==> src/rtl/assert_macros.svh <==
// Assertion macros shared by the RTL files
`ifndef ASSERT_MACROS_SVH
`define ASSERT_MACROS_SVH
`ifndef NO_ASSERTIONS
`define ASSERT_IMPL(lbl, clk, rstn, prop) \
  lbl: assert property (@(posedge clk) disable iff (!rstn) (prop)) else $error("assertion failed");
`define ASSERT_NEVER(lbl, clk, rstn, prop) \
  lbl: assert property (@(posedge clk) disable iff (!rstn) !(prop)) else $error("assertion failed");
`else
`define ASSERT_IMPL(lbl, clk, rstn, prop)
`define ASSERT_NEVER(lbl, clk, rstn, prop)
`endif
`endif

==> src/rtl/kwmt_pkg.sv <==
// Package: constants, types and codes of the keyed weighted mean table
package kwmt_pkg;
  localparam int unsigned Entries = 64;
  localparam int unsigned IdxW    = $clog2(Entries);
  localparam int unsigned CntW    = $clog2(Entries + 1);
  localparam int unsigned KeyW    = 17;
  localparam int unsigned QDepth  = 2;

  typedef enum logic [2:0] {
    CMD_SET   = 3'd0,
    CMD_ACC   = 3'd1,
    CMD_READ  = 3'd2,
    CMD_EXIST = 3'd3,
    CMD_CLEAR = 3'd4
  } cmd_e;

  localparam logic [1:0] StOk   = 2'd0;
  localparam logic [1:0] StFull = 2'd1;
  localparam logic [1:0] StZero = 2'd2;

  typedef struct packed {
    logic [2:0]        cmd;
    logic [KeyW-1:0]   key;
    logic signed [31:0] value;
    logic [15:0]       weight;
  } item_t;
endpackage

==> src/rtl/kwmt_front.sv <==
// Front end: accepts items and buffers them in a short queue
module kwmt_front import kwmt_pkg::*; (
  input  logic  clk_i,
  input  logic  rst_ni,
  input  logic  push_i,
  input  item_t item_i,
  output logic  full_o,
  output logic  empty_o,
  input  logic  pop_i,
  output item_t item_o
);
  `include "assert_macros.svh"
  localparam int unsigned PW = $clog2(QDepth);
  item_t          mem_q [QDepth];
  logic [PW-1:0]  wp_q, rp_q;
  logic [PW:0]    cnt_q;

  assign full_o  = (cnt_q == (PW+1)'(QDepth));
  assign empty_o = (cnt_q == '0);
  assign item_o  = mem_q[rp_q];

  always_ff @(posedge clk_i or negedge rst_ni) begin
    if (!rst_ni) begin
      wp_q <= '0; rp_q <= '0; cnt_q <= '0;
    end else begin
      if (push_i) wp_q <= wp_q + 1'b1;
      if (pop_i)  rp_q <= rp_q + 1'b1;
      cnt_q <= cnt_q + (PW+1)'(push_i) - (PW+1)'(pop_i);
    end
  end

  always_ff @(posedge clk_i) begin
    if (push_i) mem_q[wp_q] <= item_i;
  end

  `ASSERT_NEVER(a_no_overflow, clk_i, rst_ni, push_i && full_o)
  `ASSERT_NEVER(a_no_underflow, clk_i, rst_ni, pop_i && empty_o)
  `ASSERT_IMPL(a_cnt_range, clk_i, rst_ni, cnt_q <= (PW+1)'(QDepth))
endmodule

==> config.mk <==
export PLATFORM = sky130hd
export DESIGN_NAME = kwmt_front
export DESIGN_NICKNAME = d
export VERILOG_FILES = /design/src/rtl/kwmt_pkg.sv /design/src/rtl/kwmt_front.sv
export VERILOG_INCLUDE_DIRS = /design/src /design/src/rtl
export SDC_FILE = /design/constraint.sdc
export NUM_CORES = 1
export LEC_CHECK = 0
export BUFFER_PORTS_ARGS = -buffer_cell sky130_fd_sc_hd__buf_2
export CAP_MARGIN = 5
export CORE_MARGIN = 4
export CORE_UTILIZATION = 45
export DETAILED_ROUTE_END_ITERATION = 6
export PLACE_DENSITY = 0.81
export SLEW_MARGIN = 10
export SYNTH_ARGS = -nofsm -noshare
export SYNTH_HDL_FRONTEND = slang
export SYNTH_SLANG_ARGS = --single-unit
==> constraint.sdc <==
create_clock -name clk_i -period 4.3 [get_ports clk_i]
set_clock_uncertainty 0.05 [all_clocks]
set_input_delay 0.43 -clock clk_i [delete_from_list [all_inputs] [get_ports clk_i]]
set_output_delay 0.43 -clock clk_i [all_outputs]
set_load 0.02 [all_outputs]
Yosys cells after proc, flatten, opt, wreduce, memory -nomap -nowiden
Memory sizes are Yosys's and may differ from the RTL's.
Cells that the tools add are included.
{"block": "totals", "ff_bits": 4, "word_cells": 12, "output_inout_bits": 70, "mem_bits_rw": 136, "mem_count": 1, "in_bits": 72}
{"block": "op_classes", "muxes": 2, "n_eq_ne": 1, "n_reduce_logical": 1, "add_sub_neg": 4}
{"memory": "mem_q", "words": 2, "width": 68, "read_ports": 1, "rd_ports_with_merged_regs": 0, "write_ports": 1, "line": "kwmt_front.sv:14", "text": "item_t mem_q [QDepth];"}
{"operator": "adder 1 bit, second input constant", "count": 2}
{"operator": "adder 2 x 1 -> 2 bit", "count": 1}
{"operator": "equality test 2 bit, second input constant", "count": 1}
{"operator": "logical NOT 2 bit", "count": 1}
{"operator": "2-to-1 mux 1 bit", "count": 2}
{"operator": "subtractor 2 x 1 -> 2 bit", "count": 1}

Logic depth before layout (Yosys ltp)
Gate-level depths: netlist of the first run.
{"block": "depth", "word_depth": 2, "ltp_mapped": 5}

Worst setup path after synthesis of the first run
OpenSTA, ideal clock, no wires.
{"block": "synth_timing", "kind": "flip-flop to flip-flop", "from": "register wp_q", "to": "memory mem_q[0][0] in the netlist's numbering (enable)", "arrival_ps": 3423, "synth_period_minus_slack_ps": 3976, "path_slack_ps": 324, "path_stages_with_launch": 2, "path_cell_list": "dfrtp_1 -> nor2b_1"}
{"element": "from (decl)", "line": "kwmt_front.sv:15", "text": "logic [PW-1:0] wp_q, rp_q;"}
{"element": "from (signal assigned)", "line": "kwmt_front.sv:26", "text": "if (push_i) wp_q <= wp_q + 1'b1;"}
{"element": "to (decl)", "line": "kwmt_front.sv:14"}
Straight into the memory's write port.

==> results.toml, run 1 <==
[pwr]
p_comb_share_pct = 28.0
p_per_area_mw_per_mm2 = 697
p_switching_w = 0.00140
p_clk_share_pct = 27.7
p_int_w = 0.00314
ir_drop_uv = 624
p_leak_nw = 2.52
switching_share_pct = 30.8
p_total_w = 0.00454
seqPwrFrac_pct = 44.3

[finish]
synthToLayoutAreaGrowth_pct = 26.7
final_cell_mix = "buf_2 (141), edfxtp_1 (136), mux2_2 (58), clkbuf_16 (17), mux2_4 (10)"
multi_input_area_um2 = 902
diodes = 0
final_nets = 456
layout_commonest_cell = "buf_2"
finalInstanceArea_mm2 = 0.00652
n_fill_cell = 818
drive_gt1_share_pct = 61.0
fin_cells = 535
seqCellArea_mm2 = 0.00419

[clock_network]
numClockSinks = 140
cts_inserted_buffers = 17
clockBufferDepth = 2
cts_root_buffer = "clkbuf_16"
cts_tree = "done"
clk_latency_ns = 0.40
h-tree-depth = 4
clk_pin_slew_worst_paths_ns = 0.06
post_cts.repair.setup_buffers = 0

[routing]
routed_wirelength_um = 9130
drc_errors = 0
wl_per_cell_um = 17.1
ant_nets = 0
initialDrtViolationCount = 79
drt_pass1_iterations = 4
via_per_inst = 4.81
vias = 2571

[critical_path]
max_stage_delay_ns = 1.04
cp.arrival_ns = 2.08
crit_slowest_cell = "dfrtp_4"
cp_max_fo = 69
startpoint = "rp_q"
worst_setup_path_start_kind = "flop"
required_ns = 3.82
path_buf_inv = 1
r2r_start = "wp_q"
worstSetupEndpointType = "output port"
crit_type = "reg2out"
crit_family = "flip-flops"
crit_chain = "mux2_2 > buf_2"

[sta]
tns_ns = 0
max_clock_freq_mhz = 390
worst_pin_slew_ns = 0.955
final_max_slew_viol_count = 0
final_hold_viol_count = 0
period_share_pct = 59.6
rsz0062_at_grt = "false"
slew_headroom_pct = 36.3
period_minus_slack_ns = 2.56
timing.hold.ws_ns = 0.163
setup_viol = 0

[yosys]
ys_top_cells_by_area = "edfxtp_1 (79%), mux2_2 (13%), mux2_4 (2.9%)"
synth_seq_cells = 140
synth_cell_types = 14
synthesis.area_mm2 = 0.00515
netlist_instances = 227
synth_area_leader_cell = "edfxtp_1"
synth_top_area_share_pct = 79.4
yosysWarningCount = 0
syn_nets = 301
seq_area_frac_synth_pct = 81.3
avgSynthCellArea_um2 = 22.7

[worst_hold_path]
hold_path.class = "in2reg"
hp-start = "item_i[11]"

[placed_design]
placedCellCount = 502
gp_congestion = 0.691
dp_hpwl_um = 5980
dpl-instance-area_mm2 = 0.00599
portBuffers = 141

[floorplanning]
core_mm2 = 0.0110
ioPinCount = 142
initial_core_util_pct = 46.7
die_h_um = 115
row_count = 38
die_area_mm2 = 0.0132
die_w_um = 115

[global_route]
antenna_found_initial = 1
grt_use_total_pct = 14.1
grt_max_degree = 70
grt_first_pass_wirelength_um = 13900
grt_pass1_vias = 2841
grt_remaining_overflow = 0

[job]
timing.max_cap.violations = 0

[run_status]
outcome = "complete, no violations"
cell type report:
| type | count | share of cell area (%) |
|---|---|---|
| sequential | 140 | 64.2 |
| multi-input combinational | 77 | 13.8 |
| timing repair buffer | 144 | 11.2 |
| clock buffer | 24 | 7.23 |
| tap | 140 | 2.69 |
| clock inverter | 8 | 0.691 |
| inverter | 2 | 0.115 |
timing repair:
item,CTS,global route
endpoints found under the hold margin,4,0
hold buffers,1,0
resized for setup,0,0
metal layers:
metal | routed length (µm) | vias to the layer above | track usage [%]
met5 | 11 | - | 0
met4 | 150 | 2 | 5.48
met3 | 727 | 13 | 5.16
met2 | 4770 | 88 | 24.6
met1 | 3470 | 1258 | 15.8
li1 | - | 1210 | -
logic make-up after synthesis:
group	count (synthesis)	share of synthesized area [%]
flip-flops	140	81.3
AND/OR/NAND/NOR	4	0.438
buffers and inverters	10	1.36
multiplexers	68	15.6
XOR/XNOR	3	0.802
adder cells (fa/ha/maj)	2	0.486
final timing paths:
kind,cells after the start,to,slack [ns]
max reg2reg,2,mem_q[0][25],2.38
max,2,item_o[2],1.74
min reg2reg,1,wp_q,0.50
min in group asynchronous,2,cnt_q[0],0.31
min,1,mem_q[0][11],0.16
max in group asynchronous,2,rp_q,3.75
registers in the layout, summed over array words and instances (netlist names):
register	flops
rp_q	1
wp_q	1
cnt_q	2
mem_q	136
synthesized netlist by cell type (all sizes together):
master  count
nor2        1
ha          2
and2        1
xor2        2
inv         2
edfxtp    136
xor3        1
dfrtp       4
nor2b       2
buf         8
mux2       68
power groups by stage:
stage               Combinational [W]  Clock [W]  Sequential (W)
detailed placement            0.00129          0         0.00205
global placement              0.00127          0         0.00203
finish                        0.00127    0.00126         0.00201
global route                  0.00136    0.00135         0.00205
CTS                           0.00130    0.00128         0.00203
floorplan                     0.00104          0         0.00191
per-stage QoR:
| step | setup WS [ns] | util, % |
|---|---|---|
| 4_1_cts | 1.69 | 59.1 |
| 2_1_floorplan | 0.325 | - |
| 5_1_grt | 1.63 | 59.1 |
| 3_3_place_gp | 2.15 | 54.3 |
| 3_5_place_dp | 2.15 | 54.3 |
| 6_report | 1.74 | 59.1 |
Note: power is estimated with default switching activity, not from simulation.
==> run 2: changes to the inputs <==
--- a/config.mk
+++ b/config.mk
@@ -11,7 +11,7 @@
 export CORE_MARGIN = 4
 export CORE_UTILIZATION = 45
 export DETAILED_ROUTE_END_ITERATION = 6
-export PLACE_DENSITY = 0.81
+export PLACE_DENSITY = 0.78
 export SLEW_MARGIN = 10
 export SYNTH_ARGS = -nofsm -noshare
 export SYNTH_HDL_FRONTEND = slang
==> constraint.sdc (replaced) <==
create_clock -name clk_i -period 2.6 [get_ports clk_i]
set_clock_uncertainty 0.05 [all_clocks]
set_input_delay 0.26 -clock clk_i [delete_from_list [all_inputs] [get_ports clk_i]]
set_output_delay 0.26 -clock clk_i [all_outputs]
set_load 0.02 [all_outputs]
==> results.toml, run 2 (synthesized netlist as in run 1, its figures left out) <==
[routing]
vias = 2838
drc_errors = 0
routed_wirelength_um = 9820
wl_per_cell_um = 16.2
initialDrtViolationCount = 71
ant_nets = 0
via_per_inst = 4.69
drt_pass1_iterations = 4

[job]
timing.max_cap.violations = 0

[finish]
synthToLayoutAreaGrowth_pct = 41.8
final_cell_mix = "buf_2 (141), edfxtp_1 (136), dlygate4sd3_1 (70), mux2_2 (58), clkbuf_16 (17)"
fin_cells = 605
n_fill_cell = 750
largest_reg_flops = 136
final_nets = 526
drive_gt1_share_pct = 52.7
diodes = 0
layout_commonest_cell = "buf_2"
reg_top3 = "mem_q: 136 flops, cnt_q: 2 flops"
largest_register = "mem_q"

[critical_path]
startpoint = "rp_q"
max_stage_delay_ns = 0.72
rr_endpoint = "mem_q[1][64]"
ff2ff_path_depth = 2
crit_family = "flip-flops"
endpoint = "item_o[63]"
worstSetupEndpointType = "output port"
worst_setup_path_start_kind = "flop"
cp.depth = 3
crit_slowest_cell = "dfrtp_4"
path_buf_inv = 2
cp_max_fo = 38
crit_chain = "buf_12 > mux2_2 > buf_2"
r2r_start = "wp_q"
required_ns = 2.29
crit_type = "reg2out"
cp.arrival_ns = 2.03
r2r_slack_ns = 1.02

[global_route]
grt_first_pass_wirelength_um = 15200
grt_remaining_overflow = 0
grt_max_degree = 69
grt_pass1_vias = 3100
antenna_found_initial = 0
grt_use_total_pct = 15.4

[pwr]
p_switching_w = 0.00239
p_total_w = 0.00783
p_comb_share_pct = 30.3
p_leak_nw = 2.84
ir_drop_uv = 612
p_per_area_mw_per_mm2 = 1070
switching_share_pct = 30.5
seqPwrFrac_pct = 41.0
p_clk_share_pct = 28.7
p_int_w = 0.00544

[clock_network]
post_cts.repair.setup_buffers = 0
h-tree-depth = 4
cts_inserted_buffers = 17
numClockSinks = 140
clk_latency_ns = 0.40
clk_pin_slew_worst_paths_ns = 0.05
clockBufferDepth = 2
cts_root_buffer = "clkbuf_16"
cts_tree = "done"

[sta]
worst_pin_slew_ns = 0.477
period_minus_slack_ns = 2.34
period_share_pct = 89.8
final_hold_viol_count = 0
max_clock_freq_mhz = 428
tns_ns = 0
final_max_slew_viol_count = 0
slew_headroom_pct = 68.2
setup_viol = 0
rsz0062_at_grt = "false"

[worst_hold_path]
hold_path.class = "in2reg"

[floorplanning]
row_count = 38
die_w_um = 115
core_mm2 = 0.0110
ioPinCount = 142
die_area_mm2 = 0.0132
initial_core_util_pct = 46.7
die_h_um = 115

[placed_design]
portBuffers = 141
placedCellCount = 503
gp_congestion = 0.709
dp_hpwl_um = 5760

[run_status]
outcome = "complete, no violations"
[run 2: changes by cell type in the layout (fill, tap and decap cells not counted), sizes merged]
cell	change
dlygate4sd3	+69
clkbuf	-5
clkinvlp	+3
bufinv	+2
buf	+1
[run 2: final cells by class]
type	count	area, µm²	area share, %
Sequential cell	140	4190	57.4
Clock inverter	13	128	1.75
Clock buffer	19	433	5.93
Tap cell	140	175	2.40
Multi-Input combinational cell	77	902	12.4
Timing Repair Buffer	214	1470	20.1
Inverter	2	7.51	0.103
[run 2: worst min-delay path by stage]
stage                 from        to  slack (ns)  cells after the start
floorplan           rst_ni  cnt_q[0]       -0.09                      0
global placement    rst_ni  cnt_q[1]        0.02                      1
detailed placement  rst_ni  cnt_q[0]        0.02                      1
CTS                 push_i      wp_q        0.04                      2
global route        push_i      wp_q        0.07                      2
finish              push_i      wp_q        0.06                      2
[run 2: per-layer routing]
layer | vias to the layer above | global-route usage (%) | wire [µm]
li1 | 1351 | - | -
met1 | 1375 | 18.1 | 3940
met2 | 95 | 26.2 | 5090
met3 | 17 | 4.63 | 617
met4 | 0 | 6.65 | 182
met5 | - | 0 | 0
[run 2: power by group through the flow]
| stage | Clock, W | Sequential [W] | Combinational (W) |
|---|---|---|---|
| after floorplan | 0 | 0.00314 | 0.00172 |
| after global placement | 0 | 0.00324 | 0.00230 |
| after detailed placement | 0 | 0.00327 | 0.00232 |
| after CTS | 0.00230 | 0.00322 | 0.00241 |
| after global routing | 0.00242 | 0.00327 | 0.00253 |
| final | 0.00225 | 0.00321 | 0.00237 |
[run 2: worst register-to-register path, stage by stage, from the launching register on]
cell and delay (ns):
dfrtp_1 0.42, and2_4 0.48, buf_12 0.32
[run 2: per-stage QoR]
stage	hold WS (ns)	area, µm²	setup WS (ns)	utilization [%]
floorplan	-0.0856	5150	0.0953	-
global placement	0.0211	6040	0.682	54.7
detailed placement	0.0177	6040	0.664	54.7
CTS	0.0403	7300	0.217	66.2
global route	0.0693	7300	0.160	66.2
finish	0.0564	7300	0.264	66.2
[run 2: what timing repair did]
item                                   in CTS  in global routing
hold buffers                               70                  0
gates resized for setup                     0                  0
endpoints found under the hold margin     141                  0
==> run 3: changes to the inputs <==
--- a/config.mk
+++ b/config.mk
@@ -10,6 +10,7 @@
 export CAP_MARGIN = 5
 export CORE_MARGIN = 4
 export CORE_UTILIZATION = 45
+export CTS_BUF_LIST = sky130_fd_sc_hd__clkbuf_8
 export DETAILED_ROUTE_END_ITERATION = 6
 export PLACE_DENSITY = 0.78
 export SLEW_MARGIN = 10
==> results.toml, run 3 (synthesized netlist as in run 1, its figures left out) <==
[critical_path]
cp.arrival_ns = 2.04
crit_chain = "buf_12 > mux2_2 > buf_2"
crit_slowest_cell = "dfrtp_4"
worstSetupEndpointType = "output port"
crit_type = "reg2out"
required_ns = 2.29
r2r_slack_ns = 1.02
max_stage_delay_ns = 0.71
cp_max_fo = 38
worst_setup_path_start_kind = "flop"

[global_route]
gr-usage-met2_pct = 27.0
use_met3_pct = 5.42
grt_pass1_vias = 3083
grt_remaining_overflow = 0
grtUsageMet1_pct = 17.7
top_usage_layer = "met2"
grt_max_degree = 69
antenna_found_initial = 0
grt_use_total_pct = 15.4
grt_first_pass_wirelength_um = 15100

[routing]
drc_errors = 0
via_per_inst = 4.66
ant_nets = 0
wl_per_cell_um = 16.4
vias = 2818
initialDrtViolationCount = 133
drt_pass1_iterations = 4
routed_wirelength_um = 9890

[clock_network]
numClockSinks = 140
clk_pin_slew_worst_paths_ns = 0.07
post_cts.repair.setup_buffers = 0
cts_inserted_buffers = 17
h-tree-depth = 4
clk_latency_ns = 0.41
clockBufferDepth = 2
cts_root_buffer = "clkbuf_8"
cts_resized = 0
cts_tree = "done"

[floorplanning]
die_h_um = 115
ioPinCount = 142
die_area_mm2 = 0.0132
initial_core_util_pct = 46.7
core_mm2 = 0.0110
row_count = 38
die_w_um = 115

[finish]
final_nets = 526
finish.utilization_pct = 64.4
fin_cells = 605
largest_register = "mem_q"
largest_reg_flops = 136
reg_top3 = "mem_q: 136 flops, cnt_q: 2 flops"
diodes = 0
synthToLayoutAreaGrowth_pct = 38.1
final_cell_mix = "buf_2 (141), edfxtp_1 (136), dlygate4sd3_1 (70), mux2_2 (58), clkbuf_8 (17)"
drive_gt1_share_pct = 52.7
layout_commonest_cell = "buf_2"

[sta]
tns_ns = 0
setup_viol = 0
rsz0062_at_grt = "false"
worst_pin_slew_ns = 0.466
period_share_pct = 90.2
period_minus_slack_ns = 2.35
final_hold_viol_count = 0
final_max_slew_viol_count = 0
slew_headroom_pct = 68.9
timing.hold.ws_ns = 0.0415
max_clock_freq_mhz = 426

[placed_design]
dp_hpwl_um = 5760
portBuffers = 141
placedCellCount = 503
gp_congestion = 0.709

[pwr]
ir_drop_uv = 484
p_per_area_mw_per_mm2 = 1010
p_leak_nw = 2.76

[worst_hold_path]
hold_path.class = "in2reg"

[job]
timing.max_cap.violations = 0

[run_status]
outcome = "complete, no violations"
-- run 3: critical path, delay by kind of cell, from the launching register on --
family,cells,cell delay (ns)
buf+inv,2,0.47
flops,1,0.71
mux,1,0.39
-- run 3: power by group --
group | leakage, nW | total [W] | internal (W) | switching [W]
sequential | 1.32 | 0.00321 | 0.00300 | 0.000212
clock | 0.185 | 0.00161 | 0.000832 | 0.000776
combinational | 1.25 | 0.00237 | 0.00105 | 0.00133
-- run 3: cell type report --
type                            instances  area [µm²]
Multi-Input combinational cell         77         902
Clock inverter                         15         135
Fill cell                             769        3920
Inverter                                2        7.51
Timing Repair Buffer                  214        1470
Tap cell                              140         175
Sequential cell                       140        4190
Clock buffer                           17         234
-- run 3: worst paths after layout --
path                        start            to  depth (start not counted)
setup / recovery             rp_q    item_o[65]                          3
max in group asynchronous  rst_ni          rp_q                          2
min in group asynchronous  rst_ni      cnt_q[0]                          2
hold / removal             push_i          wp_q                          2
hold reg to reg              wp_q          wp_q                          1
setup reg to reg             wp_q  mem_q[1][51]                          2
-- run 3: metrics by stage --
| step | setup slack (ns) | cell area (µm²) | total power [W] |
|---|---|---|---|
| 2_1_floorplan | 0.0953 | 5150 | 0.00486 |
| 3_3_place_gp | 0.682 | 6040 | 0.00554 |
| 3_5_place_dp | 0.664 | 6040 | 0.00558 |
| 4_1_cts | 0.178 | 7110 | 0.00728 |
| 5_1_grt | 0.113 | 7110 | 0.00756 |
| 6_report | 0.255 | 7110 | 0.00719 |
-- run 3: layer usage --
| metal | part of all wire (%) | vias to the layer above |
|---|---|---|
| met5 | 0 | - |
| met2 | 53 | 103 |
| met3 | 6.6 | 7 |
| met4 | 0.75 | 0 |
| met1 | 39 | 1359 |
| li1 | - | 1349 |
-- run 3: timing repair --
action,CTS,global route
hold buffers,70,0
setup endpoints to repair,0,0
endpoints found under the hold margin,141,0
